[config.mk]
export PLATFORM = sky130hd
export DESIGN_NAME = card_number_luhn_validator_unit
export DESIGN_NICKNAME = d
export VERILOG_FILES = /design/src/cnlv_pkg.sv /design/src/cnlv_accum.sv /design/src/cnlv_check.sv /design/src/card_number_luhn_validator_unit.sv
export SDC_FILE = /design/constraint.sdc
export NUM_CORES = 1
export LEC_CHECK = 0
export ABC_AREA = 1
export ABC_CLOCK_PERIOD_IN_PS = 2700
export BUFFER_PORTS_ARGS = -buffer_cell sky130_fd_sc_hd__buf_4
export CAP_MARGIN = 20
export CORE_AREA = 2 2 100 82
export DETAILED_ROUTE_END_ITERATION = 8
export DIE_AREA = 0 0 102 84
export PLACE_DENSITY_LB_ADDON = 0.1
export SYNTH_ARGS = -nofsm -noshare
export SYNTH_HDL_FRONTEND = slang
export SYNTH_SLANG_ARGS = --single-unit
export TNS_END_PERCENT = 10
[constraint.sdc]
create_clock -name clk -period 2.7 [get_ports clk]
set_input_delay 0.405 -clock clk [delete_from_list [all_inputs] [get_ports clk]]
set_output_delay 0.405 -clock clk [all_outputs]
set_load 0.01 [all_outputs]
[src/cnlv_pkg.sv]
`timescale 1ns / 1ps

package cnlv_pkg;

    // Character codes of interest in the number stream.
    localparam logic [7:0] CHAR_SPACE = 8'h20;
    localparam logic [7:0] CHAR_DASH  = 8'h2D;
    localparam logic [7:0] CHAR_ZERO  = 8'h30;
    localparam logic [7:0] CHAR_NINE  = 8'h39;

    // Operation codes.
    localparam logic OP_CHAR = 1'b0;
    localparam logic OP_END  = 1'b1;

    // Card type codes.
    localparam logic [2:0] TYPE_MASTER    = 3'd0;
    localparam logic [2:0] TYPE_VISA      = 3'd1;
    localparam logic [2:0] TYPE_AMEX      = 3'd2;
    localparam logic [2:0] TYPE_DISCOVER  = 3'd3;
    localparam logic [2:0] TYPE_CORPORATE = 3'd4;

    // Length and expiry limits.
    localparam int unsigned LEN_LONG       = 16;
    localparam int unsigned LEN_VISA_SHORT = 13;
    localparam int unsigned LEN_AMEX       = 15;
    localparam logic [6:0]  MONTH_MAX      = 7'd12;
    localparam logic [6:0]  YEAR_FLOOR     = 7'd90;

    // Result reason codes.
    typedef enum logic [2:0] {
        REASON_OK       = 3'd0,
        REASON_NO_NAME  = 3'd1,
        REASON_MONTH    = 3'd2,
        REASON_YEAR     = 3'd3,
        REASON_BAD_CHAR = 3'd4,
        REASON_SHAPE    = 3'd5,
        REASON_CHECKSUM = 3'd6
    } reason_t;

    // Accumulated number state, apart from the digit count.
    typedef struct packed {
        logic [3:0][3:0] lead;
        logic [1:0][3:0] plain;
        logic [1:0][3:0] dbl;
        logic            bad;
    } acc_state_t;

    // Sum of two decimal digits, reduced mod 10.
    function automatic logic [3:0] add_mod10(input logic [3:0] a, input logic [3:0] b);
        logic [4:0] s;
        begin
            s = {1'b0, a} + {1'b0, b};
            if (s >= 5'd10)
            begin
                s = s - 5'd10;
            end
            add_mod10 = s[3:0];
        end
    endfunction

    // Digit sum of a doubled decimal digit.
    function automatic logic [3:0] double_digit(input logic [3:0] d);
        logic [4:0] t;
        begin
            t = {d, 1'b0};
            if (t >= 5'd10)
            begin
                t = t - 5'd9;
            end
            double_digit = t[3:0];
        end
    endfunction

endpackage

[src/cnlv_accum.sv]
`timescale 1ns / 1ps

module cnlv_accum #(
    parameter int MAX_DIGITS = 31,
    parameter int CNT_W      = $clog2(MAX_DIGITS + 1)
) (
    input  logic                    clk,
    input  logic                    rst_n,
    input  logic                    take,
    input  logic                    clear,
    input  logic [7:0]              char_code,
    output cnlv_pkg::acc_state_t    acc,
    output logic [CNT_W-1:0]        count
);

    import cnlv_pkg::*;

    acc_state_t       acc_reg;
    acc_state_t       acc_next;
    logic [CNT_W-1:0] count_reg;
    logic [CNT_W-1:0] count_next;
    logic [3:0]       digit;
    logic             par;
    logic             is_digit;
    logic             is_skip;
    logic             saturated;

    assign digit     = 4'(char_code - CHAR_ZERO);
    assign par       = count_reg[0];
    assign is_skip   = (char_code == CHAR_SPACE) || (char_code == CHAR_DASH);
    assign is_digit  = (char_code >= CHAR_ZERO) && (char_code <= CHAR_NINE);
    assign saturated = (count_reg >= CNT_W'(MAX_DIGITS));

    // Fold one character into the accumulators, or clear after an end request.
    always_comb
    begin
        acc_next   = acc_reg;
        count_next = count_reg;
        if (clear)
        begin
            acc_next   = '0;
            count_next = '0;
        end
        else if (take && !is_skip && !saturated)
        begin
            if (!is_digit)
            begin
                acc_next.bad = 1'b1;
            end
            else
            begin
                if (count_reg < CNT_W'(4))
                begin
                    acc_next.lead[count_reg[1:0]] = digit;
                end
                acc_next.plain[par] = add_mod10(acc_reg.plain[par], digit);
                acc_next.dbl[par]   = add_mod10(acc_reg.dbl[par], double_digit(digit));
                count_next          = count_reg + CNT_W'(1);
            end
        end
    end

    always_ff @(posedge clk or negedge rst_n)
    begin
        if (!rst_n)
        begin
            acc_reg   <= '0;
            count_reg <= '0;
        end
        else
        begin
            acc_reg   <= acc_next;
            count_reg <= count_next;
        end
    end

    assign acc   = acc_reg;
    assign count = count_reg;

endmodule

[src/cnlv_check.sv]
`timescale 1ns / 1ps

module cnlv_check #(
    parameter int MAX_DIGITS = 31,
    parameter int CNT_W      = $clog2(MAX_DIGITS + 1)
) (
    input  cnlv_pkg::acc_state_t    acc,
    input  logic [CNT_W-1:0]        count,
    input  logic [2:0]              card_type,
    input  logic                    name_present,
    input  logic [6:0]              expiry_month,
    input  logic [6:0]              expiry_year,
    output cnlv_pkg::reason_t       reason
);

    import cnlv_pkg::*;

    logic len_long;
    logic shape_ok;
    logic luhn_ok;

    assign len_long = (count == CNT_W'(LEN_LONG));

    // Length and prefix rules by card type.
    always_comb
    begin
        case (card_type)
            TYPE_MASTER:
                shape_ok = len_long && (acc.lead[0] == 4'd5) &&
                           (acc.lead[1] inside {[4'd1:4'd5]});
            TYPE_VISA:
                shape_ok = (len_long || (count == CNT_W'(LEN_VISA_SHORT))) &&
                           (acc.lead[0] == 4'd4);
            TYPE_AMEX:
                shape_ok = (count == CNT_W'(LEN_AMEX)) && (acc.lead[0] == 4'd3) &&
                           (acc.lead[1] inside {4'd4, 4'd7});
            TYPE_DISCOVER:
                shape_ok = len_long && (acc.lead[0] == 4'd6) && (acc.lead[1] == 4'd0) &&
                           (acc.lead[2] == 4'd1) && (acc.lead[3] == 4'd1);
            TYPE_CORPORATE:
                shape_ok = len_long && (acc.lead[0] == 4'd9);
            default:
                shape_ok = 1'b0;
        endcase
    end

    // The rightmost digit takes its plain value; the other parity is doubled.
    assign luhn_ok = (add_mod10(acc.plain[~count[0]], acc.dbl[count[0]]) == 4'd0);

    // The first failing check sets the reason.
    always_comb
    begin
        reason = REASON_OK;
        if ((card_type != TYPE_CORPORATE) && !name_present)
        begin
            reason = REASON_NO_NAME;
        end
        else if ((card_type != TYPE_CORPORATE) &&
                 ((expiry_month < 7'd1) || (expiry_month > MONTH_MAX)))
        begin
            reason = REASON_MONTH;
        end
        else if ((card_type != TYPE_CORPORATE) && (expiry_year <= YEAR_FLOOR))
        begin
            reason = REASON_YEAR;
        end
        else if (acc.bad)
        begin
            reason = REASON_BAD_CHAR;
        end
        else if (!shape_ok)
        begin
            reason = REASON_SHAPE;
        end
        else if (!luhn_ok)
        begin
            reason = REASON_CHECKSUM;
        end
    end

endmodule

[src/card_number_luhn_validator_unit.sv]
`timescale 1ns / 1ps

// Card number checker with the mod 10 (Luhn) rule.
// The request channel (item_valid / item_ready) carries one card number
// character per request with op at 0; spaces and dashes are skipped and any
// other non-digit marks the number bad. A request with op at 1 ends the number
// and carries card type, name presence and expiry month and year.
// The result channel (res_valid / res_ready) returns valid_res and a reason
// code for each end request only; character requests give no result.
// A request may be accepted every cycle, except while an end request waits in
// the input register. A request lands in an input register, and an end
// request's result is loaded from there into the result register once it is free.
// When the receiver stalls, character requests keep flowing; an end request
// waits in the input register until the result register is free, which then
// holds item_ready low.
// Reset clears the digit count, the leading digits, all checksum sums and the
// bad character flag, and empties both registers.

module card_number_luhn_validator_unit #(
    parameter int MAX_DIGITS = 31
) (
    input  logic       clk,
    input  logic       rst_n,
    input  logic       item_valid,
    output logic       item_ready,
    input  logic       op,
    input  logic [7:0] char_code,
    input  logic [2:0] card_type,
    input  logic       name_present,
    input  logic [6:0] expiry_month,
    input  logic [6:0] expiry_year,
    output logic       res_valid,
    input  logic       res_ready,
    output logic       valid_res,
    output logic [2:0] reason
);

    import cnlv_pkg::*;

    localparam int CNT_W = $clog2(MAX_DIGITS + 1);

    logic             s1_valid_reg;
    logic             s1_valid_next;
    logic             s1_op_reg;
    logic [7:0]       s1_char_reg;
    logic [2:0]       s1_type_reg;
    logic             s1_name_reg;
    logic [6:0]       s1_month_reg;
    logic [6:0]       s1_year_reg;
    logic             res_valid_reg;
    logic             res_valid_next;
    reason_t          reason_reg;
    reason_t          check_reason;
    acc_state_t       acc;
    logic [CNT_W-1:0] count;
    logic             out_free;
    logic             s1_go;
    logic             item_fire;

    // Handshake control.
    assign out_free   = !res_valid_reg || res_ready;
    assign s1_go      = s1_valid_reg && ((s1_op_reg == OP_CHAR) || out_free);
    assign item_ready = !s1_valid_reg || s1_go;
    assign item_fire  = item_valid && item_ready;

    always_comb
    begin
        s1_valid_next = s1_valid_reg;
        if (item_fire)
        begin
            s1_valid_next = 1'b1;
        end
        else if (s1_go)
        begin
            s1_valid_next = 1'b0;
        end
    end

    always_comb
    begin
        res_valid_next = res_valid_reg;
        if (s1_go && (s1_op_reg == OP_END))
        begin
            res_valid_next = 1'b1;
        end
        else if (res_ready)
        begin
            res_valid_next = 1'b0;
        end
    end

    // Input register.
    always_ff @(posedge clk or negedge rst_n)
    begin
        if (!rst_n)
        begin
            s1_valid_reg <= 1'b0;
        end
        else
        begin
            s1_valid_reg <= s1_valid_next;
        end
    end

    always_ff @(posedge clk)
    begin
        if (item_fire)
        begin
            s1_op_reg    <= op;
            s1_char_reg  <= char_code;
            s1_type_reg  <= card_type;
            s1_name_reg  <= name_present;
            s1_month_reg <= expiry_month;
            s1_year_reg  <= expiry_year;
        end
    end

    // Number state accumulators.
    cnlv_accum #(
        .MAX_DIGITS (MAX_DIGITS),
        .CNT_W      (CNT_W)
    ) u_accum (
        .clk       (clk),
        .rst_n     (rst_n),
        .take      (s1_go && (s1_op_reg == OP_CHAR)),
        .clear     (s1_go && (s1_op_reg == OP_END)),
        .char_code (s1_char_reg),
        .acc       (acc),
        .count     (count)
    );

    // Final record checks.
    cnlv_check #(
        .MAX_DIGITS (MAX_DIGITS),
        .CNT_W      (CNT_W)
    ) u_check (
        .acc          (acc),
        .count        (count),
        .card_type    (s1_type_reg),
        .name_present (s1_name_reg),
        .expiry_month (s1_month_reg),
        .expiry_year  (s1_year_reg),
        .reason       (check_reason)
    );

    // Result register.
    always_ff @(posedge clk or negedge rst_n)
    begin
        if (!rst_n)
        begin
            res_valid_reg <= 1'b0;
        end
        else
        begin
            res_valid_reg <= res_valid_next;
        end
    end

    always_ff @(posedge clk)
    begin
        if (s1_go && (s1_op_reg == OP_END))
        begin
            reason_reg <= check_reason;
        end
    end

    assign res_valid = res_valid_reg;
    assign reason    = reason_reg;
    assign valid_res = (reason_reg == REASON_OK);

endmodule

# == After elaboration in Yosys (flattened, before gate mapping) ==
# Cells that the tools add are included.
# op_classes
n_eq_ne,20
bitwise,2
order_cmp,18
n_reduce_logical,48
mux,44
n_addsub,9
# ops
op,count
2-to-1 mux 4 bit,21
2-to-1 mux 33 bit,2
2-to-1 mux 32 bit,1
logical AND 1 bit,23
"equality test 4 x 3 -> 1 bit, second input constant",5
"greater-or-equal comparator 5 x 4 -> 1 bit, second input constant",4
bitwise mux 16 bit,1
bitwise mux 8 bit,2
"equality test 8 x 6 -> 1 bit, second input constant",2
2-to-1 mux 16 bit,1
"subtractor 4 bit, second input constant",4
adder 4 x 4 -> 5 bit,3
2-to-1 mux 5 bit,3
nonzero test 2 bit,6
"equality test 5 x 4 -> 1 bit, second input constant",2
2-to-1 mux 3 bit,3
demux 4 bit (select 2 bit),1
"equality test 4 x 1 -> 1 bit, second input constant",2
"greater-or-equal comparator 8 x 6 -> 1 bit, second input constant",1
"less-or-equal comparator 8 x 6 -> 1 bit, second input constant",1
logical NOT 4 bit,2
"> comparator 7 x 4 -> 1 bit, second input constant",1
"less-or-equal comparator 7 bit, second input constant",1
"< comparator 7 x 1 -> 1 bit, second input constant",1
29 further kinds,48
# totals
register_bits,70
output_inout_bits,6
elab_cells,161

# == Logic depth before layout (Yosys ltp) ==
# Gate-level depths: netlist of the first run.
# depth
depth_word,19
ltp_mapped,17
depth_no_buf,16

# == By module ==
# Synthesis of the first run repeated with hierarchy kept, for this count alone.
# hier_totals
cells_unflattened,535
hier_area_um2,4251.6
# modules_own_cells
module,cells_each,area_per_inst_um2,seq_area_each_um2,instances
cnlv_accum,328,2462.4,950.9,1
card_number_luhn_validator_unit,45,1004.7,950.9,1
cnlv_check,162,784.5,0.0,1

# == Worst setup path after synthesis of the first run ==
# OpenSTA, ideal clock, no wires.
# synth_timing
path_type,register to register
start,"reg u_accum.count_reg[0], in the netlist u_accum.count[0]"
end,reg u_accum.acc_reg (netlist bit u_accum.acc[16])
setup_ns,0.065
t_arrival_ns,2.674
t_required_ns,2.635
synth_period_minus_slack_ns,2.739
path_stages_with_launch,18
slack_ns,-0.039
n_path_buf,2
path_cell_list,dfrtp_1 buf_2 clkbuf_1 nand2_1 o21ai_0 ha_1 inv_1 fa_1 or2_2 and2_1 inv_1 ha_1 o21ai_0 nand2_1 nand2_1 nand2_1 nand3_1 nand2_1
# synth_between
elab_chain_cells,12
word_cells_on_any_way,23
# synth_rtl
element,line_no,text
start: declaration,cnlv_accum.sv:20,logic [CNT_W-1:0] count_reg;
start signal: assignment,cnlv_accum.sv:73,count_reg <= count_next;
2-to-1 mux 4 bit (not written as such) (2 in a row),cnlv_accum.sv:56,"acc_next.plain[par] = add_mod10(acc_reg.plain[par], digit);"
adder 4 x 4 -> 5 bit,cnlv_pkg.sv:52,"s = {1'b0, a} + {1'b0, b};"
subtractor 4 bit / greater-or-equal comparator 5 x 4 -> 1 bit (equally long branches),"cnlv_pkg.sv:55, cnlv_pkg.sv:53",
2-to-1 mux 4 bit,cnlv_pkg.sv:53,if (s >= 5'd10)
2-to-1 mux 4 bit,cnlv_accum.sv:46,if (!is_digit)
2-to-1 mux 4 bit,cnlv_accum.sv:44,else if (take && !is_skip && !saturated)
2-to-1 mux 4 bit,cnlv_accum.sv:39,if (clear)
bitwise mux 8 bit,cnlv_accum.sv:56,
2-to-1 mux 32 bit,cnlv_accum.sv:46,
2-to-1 mux 33 bit,cnlv_accum.sv:44,
2-to-1 mux 33 bit,cnlv_accum.sv:39,
end signal: assignment,cnlv_accum.sv:72,acc_reg <= acc_next;
end: declaration,cnlv_accum.sv:18,acc_state_t acc_reg;
# Several ways; a longest one is shown, not always the timed one. The select of a mux whose other input is x is not followed.
# A chain may end at the register's enable or synchronous reset.

# == Worst setup path in the final report of the first run ==
# layout_timing
start,reg s1_char_reg[0]
end,reg u_accum.acc_reg (netlist bit u_accum.acc[2])
# layout_between
elab_chain_cells,16
word_cells_on_any_way,30
# layout_rtl
element,line_no,text
start: declaration,card_number_luhn_validator_unit.sv:45,logic [7:0] s1_char_reg;
start signal: assignment,card_number_luhn_validator_unit.sv:110,s1_char_reg <= char_code;
subtractor 4 x 1 -> 4 bit,cnlv_accum.sv:28,assign digit = 4'(char_code - CHAR_ZERO);
subtractor 4 bit / greater-or-equal comparator 5 x 4 -> 1 bit (equally long branches),"cnlv_pkg.sv:68, cnlv_pkg.sv:66",
2-to-1 mux 4 bit,cnlv_pkg.sv:66,if (t >= 5'd10)
2-to-1 mux 4 bit,cnlv_accum.sv:46,
2-to-1 mux 4 bit,cnlv_accum.sv:44,
2-to-1 mux 4 bit,cnlv_accum.sv:39,
adder 4 x 4 -> 5 bit,cnlv_pkg.sv:52,
subtractor 4 bit / greater-or-equal comparator 5 x 4 -> 1 bit (equally long branches),"cnlv_pkg.sv:55, cnlv_pkg.sv:53",
2-to-1 mux 4 bit,cnlv_pkg.sv:53,
2-to-1 mux 4 bit,cnlv_accum.sv:46,
2-to-1 mux 4 bit,cnlv_accum.sv:44,
2-to-1 mux 4 bit,cnlv_accum.sv:39,
bitwise mux 8 bit,cnlv_accum.sv:57,"acc_next.dbl[par] = add_mod10(acc_reg.dbl[par], double_digit(digit));"
2-to-1 mux 32 bit,cnlv_accum.sv:46,
2-to-1 mux 33 bit,cnlv_accum.sv:44,
2-to-1 mux 33 bit,cnlv_accum.sv:39,
# Several ways; a longest one is shown, not always the timed one. The select of a mux whose other input is x is not followed.

==> run metrics, run 1 <==
status=complete, no violations; Core Rows=29; Core ar.=7690 sq um; Initial Utilization=0.518; diodes inserted=0; Critical Path RT=approximately 3.0 ns; Mapped Area=between 3000 and 4000 sq um; met1 WL=4.36 mm; sequential share of the synthesized area=0.477; fin. max-slew vios=0; top layer in use=met4; flop2flop setup slack=~0.035 ns; final worst path period share=0.987; slowest stage cell on the critical path=fa_2; Area contributors post-synth=dfrtp_1 (25%), edfxtp_1 (23%), nand2_1 (11%); FF/Latch Area=around 1900 sq um; Hold Crit Class=input pin to asynchronous set/reset pin; Worst-Margin Slew=0.544 ns; largest net degree at the start of global routing=just over 40; routed wl met2=between 3 and 4 mm; final setup violation count=0; Synth area leader=dfrtp_1; buffer and inverter count on the worst path=2; Post-synth ARST share=0.571; post-route setup slack=around 0.035 ns; Post-Layout Cell Count=~650; first-pass GRT wire length=about 14 mm; Rel. slew slack=0.637; Routability Congestion=between 0.8 and 0.9; number of I/O port buffers=36; DP Wirelength=between 6 and 7 mm; critical path class=flip-flop to flip-flop; Routed WL=between 8 and 9 mm; grt total ovfl=0; vias in the first global route=between 3000 and 4000; drt first pass iters=5; share of cells above drive strength 1=0.290; DIE AREA=8570 sq um; met3 WL post-DR=between 400 and 500 microns; most common cell in the synthesized netlist=nand2_1; Die W=approximately 100 microns; vias per cell=approximately 5.1; H-tree levels=3; Clock Latency Late Sink=~0.36 ns; GRT Total Usage=0.218; unrepaired setup endpoints after global routing=true; Reg2Reg Depth=13; Max Fanout on Critical Path=3; CP endpoint kind=flip-flop; syn avg cell area=8.68 sq um; worst r2r dst=u_accum.acc[2]; placed cells=just over 600; Max Fclk=approximately 380 MHz; crit path launch type=flip-flop; hold bufs inserted after CTS=0; initial drt markers=~140; Root Driver=clkbuf_8; max FFs per register=33; CTS tree=yes; Multi-input gate area=2000 sq um; Synth-to-Final Area Change=26.5%; CP Cell Sequence=ha_2 > nand2_1 > o211ai_1 > buf_4 > ha_4 > fa_2 > inv_2 > nor3_1 > o21bai_4 > nand2_2 > nand2_2 > nand3_1 > nand2_1; leakage power=between 2 and 2.5 nW; Clock Skews=around 0.011 ns; PD cells=just over 500 nW/um^2; pre-CTS setup slack=-0.133 ns; flops & latches, synth=70; final hold vios=0; maximum vdd ir drop=about 0.41 mV; clock-pin slew on the worst setup and hold paths=around 0.09 ns; Die H=84 microns; total I/O pin count=37; wire per inst=between 10 and 15 microns; Syn Inst Count=roughly 460; yosys warns=0; DRC Markers=0; maxcap violations=0; Fin Setup TNS=0 ns; fill count=approximately 630; Max clock buf depth=2; routed vias=between 3000 and 4000; hold slack=approximately 0.021 ns; number of flops mapped to enable cells by yosys=30; clk sinks=70; Crit path max-delay family=adder cells; number of buffers created by CTS=9; RR Startpoint=s1_char_reg[0]; Synth Flop Type=dfrtp_1; fin nets=595; Core Util, Final=0.655; crit path DAT=2.92 ns; initial antenna violation count=0; min Tclk post-route=around 2.7 ns; Crit path largest cell delay=approximately 0.55 ns; post-synth cell types=37; Synth Net Count=roughly 520; Yosys top cell area share=0.251; antenna-violating nets left=0; synth cell count leaders=nand2_1 (113), inv_1 (61), nand3_1 (48)
==> kinds of logic (layout without fill, tap and decap cells) <==
kind of cell               after synthesis  in the layout  share of synthesized area
AOI/OAI and AO/OA                       64             64                     0.0898
xor gates and xnor gates                 5              5                     0.0110
DFF                                     70             70                      0.477
and+or+nand+nor                        222            222                      0.262
buffers and inverters                   70            152                     0.0669
adders and majority gates               28             28                     0.0936
==> layer usage <==
metal	global-route usage	up-vias
li1	-	1678
met1	0.312	1516
met2	0.329	71
met3	0.0578	13
met4	0.0618	0
met5	0	-
==> what timing repair did <==
action                                  in CTS  in global routing
pin swaps                                    3                 15
gates resized for setup                      2                 61
setup buffers                                3                 14
endpoints found under the setup margin      12                 14
cloned                                       0                  1
==> worst max path at each step <==
stage,start,to,slack (ns),cells past startpoint
6_report,s1_char_reg[0],u_accum.acc[2],0.04,13
4_1_cts,u_accum.count[0],u_accum.acc[14],-0.004,15
5_1_grt,s1_char_reg[0],u_accum.acc[2],-0.10,17
3_3_place_gp,u_accum.count[0],u_accum.acc[16],-0.07,15
2_1_floorplan,u_accum.count[0],u_accum.acc[16],0.03,16
3_5_place_dp,u_accum.count[0],u_accum.acc[14],-0.13,15
==> layout make-up <==
class / instances / share of cell area
well taps: 108 / 0.0268
clock buffers: 9 / 0.0246
flip-flops and latches: 70 / 0.377
inverters: 66 / 0.0499
multi-input cells: 319 / 0.397
clock inverters: 7 / 0.0139
repair buffers: 70 / 0.110
==> where the power goes <==
group,switching (mW),internal [mW],leakage (nW)
registers,0.0222,1.16,0.840
logic,0.295,0.232,1.47
clock network,0.480,0.365,0.0981
==> cells in the final DEF, fill, tap and decap left out, drive strengths merged, types with 3 or more instances in the layout <==
cell type,synthesis,layout
inv,64,70
o22ai,8,8
nand3,50,50
dfrtp,40,40
buf,3,69
ha,25,25
clkbuf,1,10
xor2,3,3
nand4,3,3
a21oi,16,16
edfxtp,30,30
nor3,11,11
fa,3,3
o21ai,35,35
nor2,32,32
nand2,119,119
==> per-stage QoR <==
stage / instance area [sq um] / power, mW
after global placement: 4500 / 1.59
after floorplan: 3990 / 1.46
after CTS: 4720 / 2.46
final: 5040 / 2.55
after global routing: 5040 / 2.69
after detailed placement: 4500 / 1.60
Power figures use the tool's default switching activity.
==> inputs of run 2 (changes only) <==
==> constraint.sdc (replaced) <==
create_clock -name clk -period 2.7 [get_ports clk]
set_input_delay 0.135 -clock clk [delete_from_list [all_inputs] [get_ports clk]]
set_output_delay 0.135 -clock clk [all_outputs]
set_load 0.01 [all_outputs]
==> run metrics, run 2 (same netlist as run 1, synthesis figures left out) <==
Post-Layout Cell Count=just under 700; final setup violation count=2; drt first pass iters=5; CTS tree=yes; slowest stage cell on the critical path=edfxtp_1; crit path launch type=flip-flop; Hold Crit Class=input pin to flip-flop; fin nets=roughly 630; fin. max-slew vios=0; pre-CTS setup slack=-0.133 ns; Core Rows=29; Max Fclk=368 MHz; number of buffers created by CTS=9; Die H=between 80 and 90 microns; grt total ovfl=0; antenna-violating nets left=0; unrepaired setup endpoints after global routing=true; Root Driver=clkbuf_8; Clock Latency Late Sink=0.36 ns; Routability Congestion=between 0.8 and 0.9; PD cells=~480 nW/um^2; critical path class=flip-flop to flip-flop; wire per inst=roughly 14 microns; GRT Total Usage=0.234; Crit path largest cell delay=around 0.41 ns; Max clock buf depth=2; failing checks=setup timing; CP endpoint kind=flip-flop; Post-Layout Inst Area=about 5400 sq um; commonest non-fill, non-tap cell in the layout=nand2_1; clock-pin slew on the worst setup and hold paths=approximately 0.090 ns; H-tree levels=3; routed vias=between 3000 and 4000; Rel. slew slack=0.643; leakage power=~2.6 nW; Critical Path RT=roughly 3 ns; initial antenna violation count=0; number of I/O port buffers=36; crit path DAT=3.00 ns; Clock Skews=roughly 0.011 ns; final worst path period share=1.01; met3 WL post-DR=approximately 470 microns; maxcap violations=0; share of cells above drive strength 1=0.284; first-pass GRT wire length=roughly 15 mm; status=finished with violations; Core Util, Final=0.702; maximum vdd ir drop=0.438 mV; largest net degree at the start of global routing=between 40 and 50; Synth-to-Final Area Change=35.5%; Core ar.=around 7700 sq um; top layer in use=met4; Area after DPL=~4500 sq um; final hold vios=0; vias per cell=~5; fill count=just under 600; initial drt markers=about 140; Die W=approximately 100 microns; vias in the first global route=~3300; Routed WL=between 9 and 10 mm; total I/O pin count=37; Initial Utilization=0.518; routed wl met2=4.64 mm; Max Fanout on Critical Path=4; met1 WL=~4.5 mm; DP Wirelength=between 6 and 7 mm; Worst-Margin Slew=~0.54 ns; max FFs per register=33; CP Cell Sequence=inv_2 > ha_2 > nand2_1 > o211ai_1 > buf_4 > nor2_1 > a21oi_2 > buf_4 > ha_4 > xor2_4 > inv_2 > ha_4 > o21ai_0 > o21ai_1 > o21ai_1; placed cells=615; most frequent cells in the layout=nand2_1 (105), buf_4 (72), inv_1 (53); DRC Markers=0; Tot Pwr=about 2.6 mW; post-route setup slack=-0.0169 ns; clk sinks=70; diodes inserted=0; min Tclk post-route=2.72 ns; DIE AREA=approximately 8600 sq um
-- run 2: layout make-up --
cell class,count,area [sq um],area share
clock buffers,9,124,0.0229
well taps,108,135,0.0250
clock inverters,7,70.1,0.0130
flip-flops and latches,70,1900,0.352
inverters,66,251,0.0466
repair buffers,103,876,0.162
multi-input cells,319,2040,0.378
-- run 2: per-layer routing --
metal	GRT usage	vias to the layer above
li1	-	1746
met1	0.321	1577
met2	0.373	73
met3	0.0553	10
met4	0.0618	0
met5	0	-
-- run 2: final timing paths --
| check | startpoint | endpoint | slack (ns) | cells after the start |
|---|---|---|---|---|
| min in group asynchronous | rst_n | u_accum.acc[29] | 0.31 | 2 |
| max in group asynchronous | rst_n | u_accum.count[0] | 2.00 | 2 |
| worst min register to register | u_accum.acc[2] | u_accum.acc[2] | 0.48 | 2 |
| worst max register to register | s1_char_reg[1] | u_accum.acc[8] | -0.02 | 15 |
| worst min-delay path | res_ready | res_valid | 0.04 | 4 |
| worst max-delay path | s1_char_reg[1] | u_accum.acc[8] | -0.02 | 15 |
-- run 2: through the flow --
stage	TNS, ns	hold WS (ns)
final	-0.0291	0.0434
after global routing	-0.921	0.0475
after CTS	-0.00378	0.0289
after detailed placement	-1.20	0.163
after global placement	-0.370	0.164
after floorplan	0	-0.161
-- run 2: timing repair --
item,CTS,global route
setup buffers,3,18
setup endpoints to repair,12,14
resized for setup,2,66
endpoints found under the hold margin,68,0
hold buffers,29,0
gates cloned,0,1
pin swaps,3,19
-- run 2: worst max-delay path: cells and delay by family (launching register included) --
family / cells / cell delay, ns
compound gates: 5 / 0.82
xor+xnor: 1 / 0.19
fa+ha+maj: 3 / 0.57
buf+inv: 4 / 0.52
flops: 1 / 0.41
simple gates: 2 / 0.13
-- run 2: report_power, final --
group          leakage (nW)  internal (mW)  switching (mW)
logic                  1.62          0.268           0.321
registers             0.840           1.16          0.0228
clock network        0.0981          0.365           0.481
total                  2.56           1.79           0.824
